==> src/rtl/tdts_pkg.sv <==
// Shared types and codes for the timed dispense test sequencer.
// No dependencies; imported by every module of the block.
`timescale 1ns / 1ps
`default_nettype none

package tdts_pkg;

	localparam int unsigned CfgIndexW = 3;

	// action codes of the input word
	localparam logic [1:0] ACT_TICK  = 2'd0;
	localparam logic [1:0] ACT_START = 2'd1;
	localparam logic [1:0] ACT_STOP  = 2'd2;

	// dispense command codes
	localparam logic [1:0] DISP_NONE = 2'd0;
	localparam logic [1:0] DISP_COLD = 2'd1;
	localparam logic [1:0] DISP_ROOM = 2'd2;
	localparam logic [1:0] DISP_HOT  = 2'd3;

	// configuration register indexes
	localparam logic [CfgIndexW-1:0] REG_PAUSE_TICKS     = 3'd0;
	localparam logic [CfgIndexW-1:0] REG_DOOR_OPEN_TICKS = 3'd1;
	localparam logic [CfgIndexW-1:0] REG_LIMIT_TICKS     = 3'd2;
	localparam logic [CfgIndexW-1:0] REG_HOT_MIN_TEMP    = 3'd3;
	localparam logic [CfgIndexW-1:0] REG_COLD_MAX_TEMP   = 3'd4;

	// register reset values
	localparam logic [15:0]        PAUSE_TICKS_RST     = 16'd6000;
	localparam logic [15:0]        DOOR_OPEN_TICKS_RST = 16'd200;
	localparam logic [15:0]        LIMIT_TICKS_RST     = 16'd3000;
	localparam logic signed [11:0] HOT_MIN_TEMP_RST    = 12'sd700;
	localparam logic signed [11:0] COLD_MAX_TEMP_RST   = 12'sd100;

	// cycle counter saturates at 1999: tens 199, ones 9
	localparam logic [7:0] CYCLE_TENS_MAX = 8'd199;
	localparam logic [3:0] CYCLE_ONES_MAX = 4'd9;

	typedef struct packed {
		logic [1:0]        action;
		logic              dispense_busy;
		logic              room_tank_full;
		logic              cold_tank_full;
		logic signed [11:0] hot_temp;
		logic signed [11:0] cold_temp;
	} in_t;

	typedef struct packed {
		logic [1:0] dispense_cmd;
		logic       release_continue;
		logic       door_open_cmd;
		logic       door_close_cmd;
		logic       beep;
		logic [7:0] cycles_done;
		logic       limit_expired;
		logic       test_active;
		logic [3:0] step_now;
	} out_t;

	typedef struct packed {
		logic [15:0]        pause_ticks;
		logic [15:0]        door_open_ticks;
		logic signed [11:0] hot_min_temp;
		logic signed [11:0] cold_max_temp;
	} cfg_t;

	// load request for the limit countdown, raised by a limit_ticks write
	typedef struct packed {
		logic        load;
		logic [15:0] value;
	} lim_load_t;

endpackage

`default_nettype wire

==> src/rtl/tdts_cfg.sv <==
// Configuration register file of the timed dispense test sequencer.
// Depends on tdts_pkg for register indexes, reset values and cfg_t.
`timescale 1ns / 1ps
`default_nettype none

module tdts_cfg import tdts_pkg::*; (
	input  wire logic                 clk,
	input  wire logic                 arst_n,
	input  wire logic                 wr_en,
	input  wire logic [CfgIndexW-1:0] wr_index,
	input  wire logic [15:0]          wr_data,
	output cfg_t                      cfg,
	output lim_load_t                 lim
);

	cfg_t cfg_q;

	always_ff @(posedge clk or negedge arst_n) begin
		if (!arst_n) begin
			cfg_q.pause_ticks     <= PAUSE_TICKS_RST;
			cfg_q.door_open_ticks <= DOOR_OPEN_TICKS_RST;
			cfg_q.hot_min_temp    <= HOT_MIN_TEMP_RST;
			cfg_q.cold_max_temp   <= COLD_MAX_TEMP_RST;
		end else if (wr_en) begin
			unique case (wr_index)
				REG_PAUSE_TICKS:     cfg_q.pause_ticks     <= wr_data;
				REG_DOOR_OPEN_TICKS: cfg_q.door_open_ticks <= wr_data;
				REG_HOT_MIN_TEMP:    cfg_q.hot_min_temp    <= $signed(wr_data[11:0]);
				REG_COLD_MAX_TEMP:   cfg_q.cold_max_temp   <= $signed(wr_data[11:0]);
				default: ;
			endcase
		end
	end

	assign cfg = cfg_q;

	// limit_ticks lives only as the countdown's load value
	assign lim.load  = wr_en && (wr_index == REG_LIMIT_TICKS);
	assign lim.value = wr_data;

endmodule

`default_nettype wire

==> src/rtl/tdts_core.sv <==
// Sequencer state and per-word step logic: timers, step, cycle count.
// Depends on tdts_pkg; fed by tdts_cfg, result goes to tdts_skid.
`timescale 1ns / 1ps
`default_nettype none

module tdts_core import tdts_pkg::*; (
	input  wire logic  clk,
	input  wire logic  arst_n,
	input  wire logic  in_fire,
	input  in_t        in_word,
	input  cfg_t       cfg,
	input  lim_load_t  lim,
	output out_t       result
);

	localparam logic [3:0] ST_INIT       = 4'd0;
	localparam logic [3:0] ST_COLD_START = 4'd1;
	localparam logic [3:0] ST_COLD_WAIT  = 4'd2;
	localparam logic [3:0] ST_COLD_PAUSE = 4'd3;
	localparam logic [3:0] ST_ROOM_START = 4'd4;
	localparam logic [3:0] ST_ROOM_WAIT  = 4'd5;
	localparam logic [3:0] ST_ROOM_PAUSE = 4'd6;
	localparam logic [3:0] ST_HOT_START  = 4'd7;
	localparam logic [3:0] ST_HOT_WAIT   = 4'd8;
	localparam logic [3:0] ST_HOT_PAUSE  = 4'd9;
	localparam logic [3:0] ST_DOOR_OPEN  = 4'd10;
	localparam logic [3:0] ST_DOOR_WAIT  = 4'd11;
	localparam logic [3:0] ST_END_PAUSE  = 4'd12;

	logic        enabled_q, enabled_d;
	logic [3:0]  step_q, step_d;
	logic [15:0] pause_q, pause_d;
	logic [15:0] limit_q, limit_d;
	logic [15:0] door_q, door_d;
	// cycle total kept as tens and ones so the divide by ten is free
	logic [7:0]  tens_q, tens_d;
	logic [3:0]  ones_q, ones_d;

	logic hold;

	always_comb begin
		enabled_d = enabled_q;
		step_d    = step_q;
		pause_d   = pause_q;
		limit_d   = limit_q;
		door_d    = door_q;
		tens_d    = tens_q;
		ones_d    = ones_q;

		result.dispense_cmd     = DISP_NONE;
		result.release_continue = 1'b0;
		result.door_open_cmd    = 1'b0;
		result.door_close_cmd   = 1'b0;
		result.beep             = 1'b0;

		hold = !in_word.room_tank_full || !in_word.cold_tank_full
			|| ($signed(in_word.hot_temp) <= $signed(cfg.hot_min_temp))
			|| ($signed(in_word.cold_temp) >= $signed(cfg.cold_max_temp));

		unique case (in_word.action)
			ACT_START: enabled_d = 1'b1;
			ACT_STOP:  enabled_d = 1'b0;
			ACT_TICK: begin
				if (limit_q != 16'd0)
					limit_d = limit_q - 16'd1;
				if (enabled_q) begin
					if (hold) begin
						pause_d = cfg.pause_ticks;
					end else begin
						unique case (step_q)
							ST_INIT: step_d = ST_COLD_START;
							ST_COLD_START, ST_ROOM_START, ST_HOT_START: begin
								priority if (step_q == ST_COLD_START)
									result.dispense_cmd = DISP_COLD;
								else if (step_q == ST_ROOM_START)
									result.dispense_cmd = DISP_ROOM;
								else
									result.dispense_cmd = DISP_HOT;
								result.beep = 1'b1;
								step_d = step_q + 4'd1;
							end
							ST_COLD_WAIT, ST_ROOM_WAIT, ST_HOT_WAIT: begin
								if (!in_word.dispense_busy) begin
									result.release_continue = 1'b1;
									pause_d = cfg.pause_ticks;
									step_d  = step_q + 4'd1;
								end
							end
							ST_COLD_PAUSE, ST_ROOM_PAUSE, ST_HOT_PAUSE: begin
								if (pause_q != 16'd0)
									pause_d = pause_q - 16'd1;
								else
									step_d = step_q + 4'd1;
							end
							ST_DOOR_OPEN: begin
								result.door_open_cmd = 1'b1;
								result.beep          = 1'b1;
								step_d               = ST_DOOR_WAIT;
							end
							ST_DOOR_WAIT: begin
								if (door_q < cfg.door_open_ticks) begin
									door_d = door_q + 16'd1;
								end else begin
									// count a cycle, saturate at the top
									if (!(tens_q == CYCLE_TENS_MAX && ones_q == CYCLE_ONES_MAX)) begin
										if (ones_q == CYCLE_ONES_MAX) begin
											ones_d = 4'd0;
											tens_d = tens_q + 8'd1;
										end else begin
											ones_d = ones_q + 4'd1;
										end
									end
									result.door_close_cmd = 1'b1;
									door_d  = 16'd0;
									pause_d = cfg.pause_ticks;
									step_d  = ST_END_PAUSE;
								end
							end
							ST_END_PAUSE: begin
								if (pause_q != 16'd0)
									pause_d = pause_q - 16'd1;
								else
									step_d = ST_INIT;
							end
							default: step_d = ST_INIT;
						endcase
					end
				end
			end
			default: ;
		endcase

		if (lim.load)
			limit_d = lim.value;

		result.cycles_done   = tens_d;
		result.limit_expired = (limit_d == 16'd0);
		result.test_active   = enabled_d;
		result.step_now      = step_d;
	end

	always_ff @(posedge clk or negedge arst_n) begin
		if (!arst_n) begin
			enabled_q <= 1'b0;
			step_q    <= ST_INIT;
			pause_q   <= 16'd0;
			limit_q   <= LIMIT_TICKS_RST;
			door_q    <= 16'd0;
			tens_q    <= 8'd0;
			ones_q    <= 4'd0;
		end else if (in_fire) begin
			enabled_q <= enabled_d;
			step_q    <= step_d;
			pause_q   <= pause_d;
			limit_q   <= limit_d;
			door_q    <= door_d;
			tens_q    <= tens_d;
			ones_q    <= ones_d;
		end else if (lim.load) begin
			limit_q <= lim.value;
		end
	end

endmodule

`default_nettype wire

==> src/rtl/tdts_skid.sv <==
// Result register with a skid entry, so input never waits on output stall
// combinationally. Depends on tdts_pkg for out_t.
`timescale 1ns / 1ps
`default_nettype none

module tdts_skid import tdts_pkg::*; (
	input  wire logic clk,
	input  wire logic arst_n,
	input  wire logic push,
	input  out_t      push_word,
	output logic      full,
	output logic      out_valid,
	input  wire logic out_stall,
	output out_t      out_word
);

	logic main_valid_q, skid_valid_q;
	out_t main_q, skid_q;
	logic pop;

	assign pop = main_valid_q && !out_stall;

	always_ff @(posedge clk or negedge arst_n) begin
		if (!arst_n) begin
			main_valid_q <= 1'b0;
			skid_valid_q <= 1'b0;
		end else if (skid_valid_q) begin
			if (pop) begin
				skid_valid_q <= 1'b0;
			end
		end else if (push) begin
			if (!main_valid_q || pop)
				main_valid_q <= 1'b1;
			else
				skid_valid_q <= 1'b1;
		end else if (pop) begin
			main_valid_q <= 1'b0;
		end
	end

	always_ff @(posedge clk) begin
		if (skid_valid_q) begin
			if (pop)
				main_q <= skid_q;
		end else if (push) begin
			if (!main_valid_q || pop)
				main_q <= push_word;
			else
				skid_q <= push_word;
		end
	end

	assign full      = skid_valid_q;
	assign out_valid = main_valid_q;
	assign out_word  = main_q;

endmodule

`default_nettype wire

==> src/rtl/timed_dispense_test_sequencer_unit.sv <==
// Top level of the timed dispense test sequencer.
// Depends on tdts_pkg, tdts_cfg, tdts_core and tdts_skid.
//
// Usage:
//   Input channel in_valid / in_stall / in_data carries one word per tick
//   (100 ms), start or stop event. A word is taken on a rising edge with
//   in_valid high and in_stall low.
//   Output channel out_valid / out_stall / out_data returns exactly one
//   result word per input word, in order.
//   Configuration channel cfg_valid / cfg_ready / cfg_index / cfg_data
//   writes the five registers; cfg_ready is always high. Write only while
//   no result is outstanding. Writing limit_ticks also reloads the limit
//   countdown.
//   A result is registered into the result register, or the skid entry if
//   that one is stalled. Throughput: one word per cycle while in_stall is low,
//   set by the single step of state logic from state to result register.
//   Stall: a result register plus one skid entry hold results; in_stall
//   rises only once both are occupied and is driven from a register.
//   Reset: arst_n clears the sequencer to disabled, step 0, timers zero,
//   limit countdown 3000 and registers to their reset values.
`timescale 1ns / 1ps
`default_nettype none

module timed_dispense_test_sequencer_unit import tdts_pkg::*; (
	input  wire logic                 clk,
	input  wire logic                 arst_n,
	input  wire logic                 in_valid,
	output logic                      in_stall,
	input  in_t                       in_data,
	output logic                      out_valid,
	input  wire logic                 out_stall,
	output out_t                      out_data,
	input  wire logic                 cfg_valid,
	output logic                      cfg_ready,
	input  wire logic [CfgIndexW-1:0] cfg_index,
	input  wire logic [15:0]          cfg_data
);

	cfg_t      cfg;
	lim_load_t lim;
	out_t      result;
	logic      in_fire;
	logic      skid_full;

	assign cfg_ready = 1'b1;
	assign in_stall  = skid_full;
	assign in_fire   = in_valid && !skid_full;

	tdts_cfg u_cfg (
		.clk      (clk),
		.arst_n   (arst_n),
		.wr_en    (cfg_valid && cfg_ready),
		.wr_index (cfg_index),
		.wr_data  (cfg_data),
		.cfg      (cfg),
		.lim      (lim)
	);

	tdts_core u_core (
		.clk     (clk),
		.arst_n  (arst_n),
		.in_fire (in_fire),
		.in_word (in_data),
		.cfg     (cfg),
		.lim     (lim),
		.result  (result)
	);

	tdts_skid u_skid (
		.clk       (clk),
		.arst_n    (arst_n),
		.push      (in_fire),
		.push_word (result),
		.full      (skid_full),
		.out_valid (out_valid),
		.out_stall (out_stall),
		.out_word  (out_data)
	);

endmodule

`default_nettype wire

==> config.mk <==
export PLATFORM = sky130hd
export DESIGN_NAME = timed_dispense_test_sequencer_unit
export DESIGN_NICKNAME = d
export VERILOG_FILES = /design/src/rtl/tdts_pkg.sv /design/src/rtl/tdts_cfg.sv /design/src/rtl/tdts_core.sv /design/src/rtl/tdts_skid.sv /design/src/rtl/timed_dispense_test_sequencer_unit.sv
export SDC_FILE = /design/constraint.sdc
export NUM_CORES = 1
export LEC_CHECK = 0
export ABC_AREA = 1
export ABC_CLOCK_PERIOD_IN_PS = 2600
export BUFFER_PORTS_ARGS = -buffer_cell sky130_fd_sc_hd__buf_2
export CORE_MARGIN = 4
export CORE_UTILIZATION = 55
export DETAILED_ROUTE_END_ITERATION = 7
export PLACE_DENSITY = 0.77
export REMOVE_ABC_BUFFERS = 1
export SYNTH_ARGS = -nofsm -noshare
export SYNTH_HDL_FRONTEND = slang
export SYNTH_SLANG_ARGS = --single-unit
==> constraint.sdc <==
create_clock -name clk -period 2.6 [get_ports clk]
set_clock_uncertainty 0.05 [all_clocks]
set_input_delay 0.52 -clock clk [delete_from_list [all_inputs] [get_ports clk]]
set_output_delay 0.52 -clock clk [all_outputs]
set_load 0.005 [all_outputs]
==> metrics.cfg <==
[status]
run_status=finished clean

[power_and_ir_drop]
seqPwrFrac_pct=39.6
power.combinational.fraction_pct=33.9
internal-power_uw=5980
sw_frac_of_total_pct=36.1
worst_vdd_ir_mv=0.625
p_switching_uw=3370
post-layout-total-power_uw=9350
p_per_area_mw_per_mm2=798
leak_pwr_uw=0.00588
share_clk_of_total_power_pct=26.5

[clock_tree]
clockBufferDepth=2
cts_buffers=17
cts.sinks=163
worst_setup_hold_path_clk_slew_ns=0.06
insertion_delay_ns=0.42
root_buffer=clkbuf_16
cts_tree=built
ctsHtreeMaxLevel=4

[route]
detail_route.vias_per_cell=5.42
drt_iter0_markers=781
wirelength_mm=25.5
antenna_left=0
drtPass1Iterations=5
wire_per_inst_um=15.0
drc=0
detailroute.via_count=9206

[floorplanning]
coreArea_mm2=0.0175
floorplan.initialDensity_pct=56.7
floorplan.io_pins=76
design.die.area_mm2=0.0202
x_dimension_of_the_die_um=142
fp-row-count=48
die-height_um=142

[worst_setup_path]
worstPathRequired_ns=2.73
endpoint_kind=flop
cp-start-kind=flop
path_max_fanout=7
setup.worst_path.class=reg2reg
critPathArrivalTime_ns=2.63

[placement]
detailedPlacementHpwl_mm=18.3
pre_cts_slack_ns=-0.205
portBuffers=74
gp_routability_congestion=0.932

[sta]
worst_slew_margin_rel_pct=39.3
drv_slew=0
timing.fmax_mhz=400
setup_slack_ns=0.0970
final_setup_tns_ns=0
worst_pin_slew_ns=0.908
report.final.hold_viol_count=0
final_min_period_ns=2.50
final.period_utilization_pct=96.3
grt_setup_unrepaired=true
finalSetupViolations=0

[layout]
layout-drive-gt1-share_pct=16.9
antenna_cells=0
num-fill-cells=1441
layout.core_utilization_pct=67.0
finish.net_count=1565
area.growth.synth_to_final_pct=18.1

[synth]
ys_dominant_reg_cell=dfrtp_1
number_of_flip_flops_and_latches_in_the_synthesized_netlist=163
synthCells=1349
async_reset_ff_share_pct=75.5
syn_avg_cell_area_um2=7.35
synth_enable_flop_cells=40
ys.warnings.count=0
netlist_area_mm2=0.00992
portion_of_the_post_synthesis_area_used_by_sequential_elements_pct=43.5
synth_cell_type_count=42

[global_routing]
antenna_violations_before_repair=0
grtUsageTotal_pct=25.5
grt_first_pass_wirelength_mm=41.4
grt_start_max_net_pins=70
via_count_of_the_first_global_routing_pass=8705
globalRouteOverflowTotal=0

[flow_run]
timing.max_cap.violations=0

[worst_hold_path]
min-delay-path-class=in2reg

==> cells by family after synthesis <==
family | share of synthesized area (%)
flip-flops | 43.5
AND/OR/NAND/NOR | 31.4
AO/OA/AOI/OAI | 8.14
other | 0.0378
buffers and inverters | 7.73
multiplexers | 0.227
adder cells (fa/ha/maj) | 6.44
XOR/XNOR | 2.56
==> flip-flops by register name (all words and copies together) (netlist names) <==
register	flops
u_core.door_q	16
u_core.enabled_q	1
u_core.ones_q	4
u_core.tens_q	8
u_core.limit_q	16
u_cfg.cfg	56
u_core.step_q	4
u_skid.full	1
u_core.pause_q	16
u_skid.out_word	20
u_skid.skid_q	20
u_skid.out_valid	1
==> area by class of cell <==
type | instances | area [um2] | share of cell area [%]
tap | 225 | 282 | 2.40
timing repair buffer | 131 | 875 | 7.47
sequential | 163 | 4310 | 36.8
clock inverter | 7 | 70.1 | 0.598
multi-input combinational | 992 | 5080 | 43.4
clock buffer | 25 | 512 | 4.37
inverter | 156 | 586 | 5.00
==> path summary, 6_finish.rpt <==
kind                       depth (start not counted)     startpoint                  to  slack, ns
max reg2reg                                       16  u_cfg.cfg[21]  u_skid.out_word[1]        0.1
max in group asynchronous                          3         arst_n       u_cfg.cfg[27]       1.24
min                                                3      out_stall    u_skid.out_valid       0.34
min in group asynchronous                          2         arst_n  u_core.limit_q[14]       0.47
max                                               16  u_cfg.cfg[21]  u_skid.out_word[1]        0.1
min reg2reg                                        2  u_cfg.cfg[54]       u_cfg.cfg[54]       0.43
==> routing by layer <==
metal / global-route usage [%] / share of wire [%]
met5: 0 / 0
met4: 8.33 / 2.2
met3: 4.07 / 5.5
met2: 41.6 / 49
met1: 34.9 / 44
==> timing repair <==
action | in CTS | in global routing
gates cloned | 0 | 1
resized for setup | 6 | 59
hold endpoints to repair | 15 | 0
endpoints found under the setup margin | 33 | 80
hold buffers | 1 | 0
buffers inserted | 1 | 1
pin swaps | 1 | 17
==> power groups by stage <==
stage	registers (uW)	clock network [uW]	logic [uW]
after floorplan	3680	0	2000
after global placement	3710	0	2930
after detailed placement	3730	0	3010
after CTS	3690	2500	3050
after global routing	3770	2610	3620
final	3700	2480	3170
==> placed cells by master (no fill, tap or decap), types with 3 or more instances in the layout <==
cell type,netlist,final
inv_2,2,5
nor4_1,6,6
o21a_1,3,3
o21ai_0,95,95
clkbuf_16,0,19
clkbuf_1,25,4
xor2_1,22,22
nand2_2,1,20
dfstp_2,26,26
nand3_2,0,9
xnor2_1,7,7
a21oi_2,0,3
inv_1,152,149
nand3b_1,6,6
nor2_2,6,10
o21ai_1,4,4
nor2_1,123,116
clkinvlp_4,0,4
ha_4,0,6
o211ai_1,3,3
buf_6,3,7
nand3_1,103,93
a21oi_1,33,30
o21bai_1,3,3
dfrtp_1,97,97
nand2_1,484,464
ha_1,51,45
buf_4,2,46
edfxtp_1,40,40
nor3_1,7,7
nand4_1,16,16
buf_2,7,73
buf_12,0,3
nor2_4,1,4
==> through the flow <==
step,cells,hold slack (ns),instance area [um2]
3_3_place_gp,1663,0.378,10800
5_1_grt,1699,0.322,11700
2_1_floorplan,1311,0.174,9730
6_report,1699,0.340,11700
4_1_cts,1697,0.319,11400
3_5_place_dp,1663,0.379,10800
==> cell usage after synthesis (7+ instances only) <==
library cell,instances,area (um2)
xnor2_1,7,61.3
ha_1,51,638
a21oi_1,33,165
inv_1,152,571
nand2_1,484,1820
xor2_1,22,193
o21ai_0,95,475
nor2_1,123,462
dfstp_2,26,683
buf_2,7,35.0
nand4_1,16,100
dfrtp_1,97,2430
nor3_1,7,35.0
edfxtp_1,40,1200
clkbuf_1,25,93.8
nand3_1,103,515
==> worst max-delay path: stages, from the launching register on <==
cell and delay (ns):
dfstp_2 0.54, inv_2 0.04, ha_4 0.26, nand2_1 0.07
a21oi_2 0.16, nor2_1 0.07, and2_4 0.16, nand3_2 0.07
nand3_2 0.10, nor2_4 0.13, buf_12 0.15, nand2_4 0.07
buf_6 0.14, nand2_1 0.06, nand2_2 0.07, nand2_1 0.06
nand2_1 0.06
Note: power is estimated with default switching activity, not from simulation.
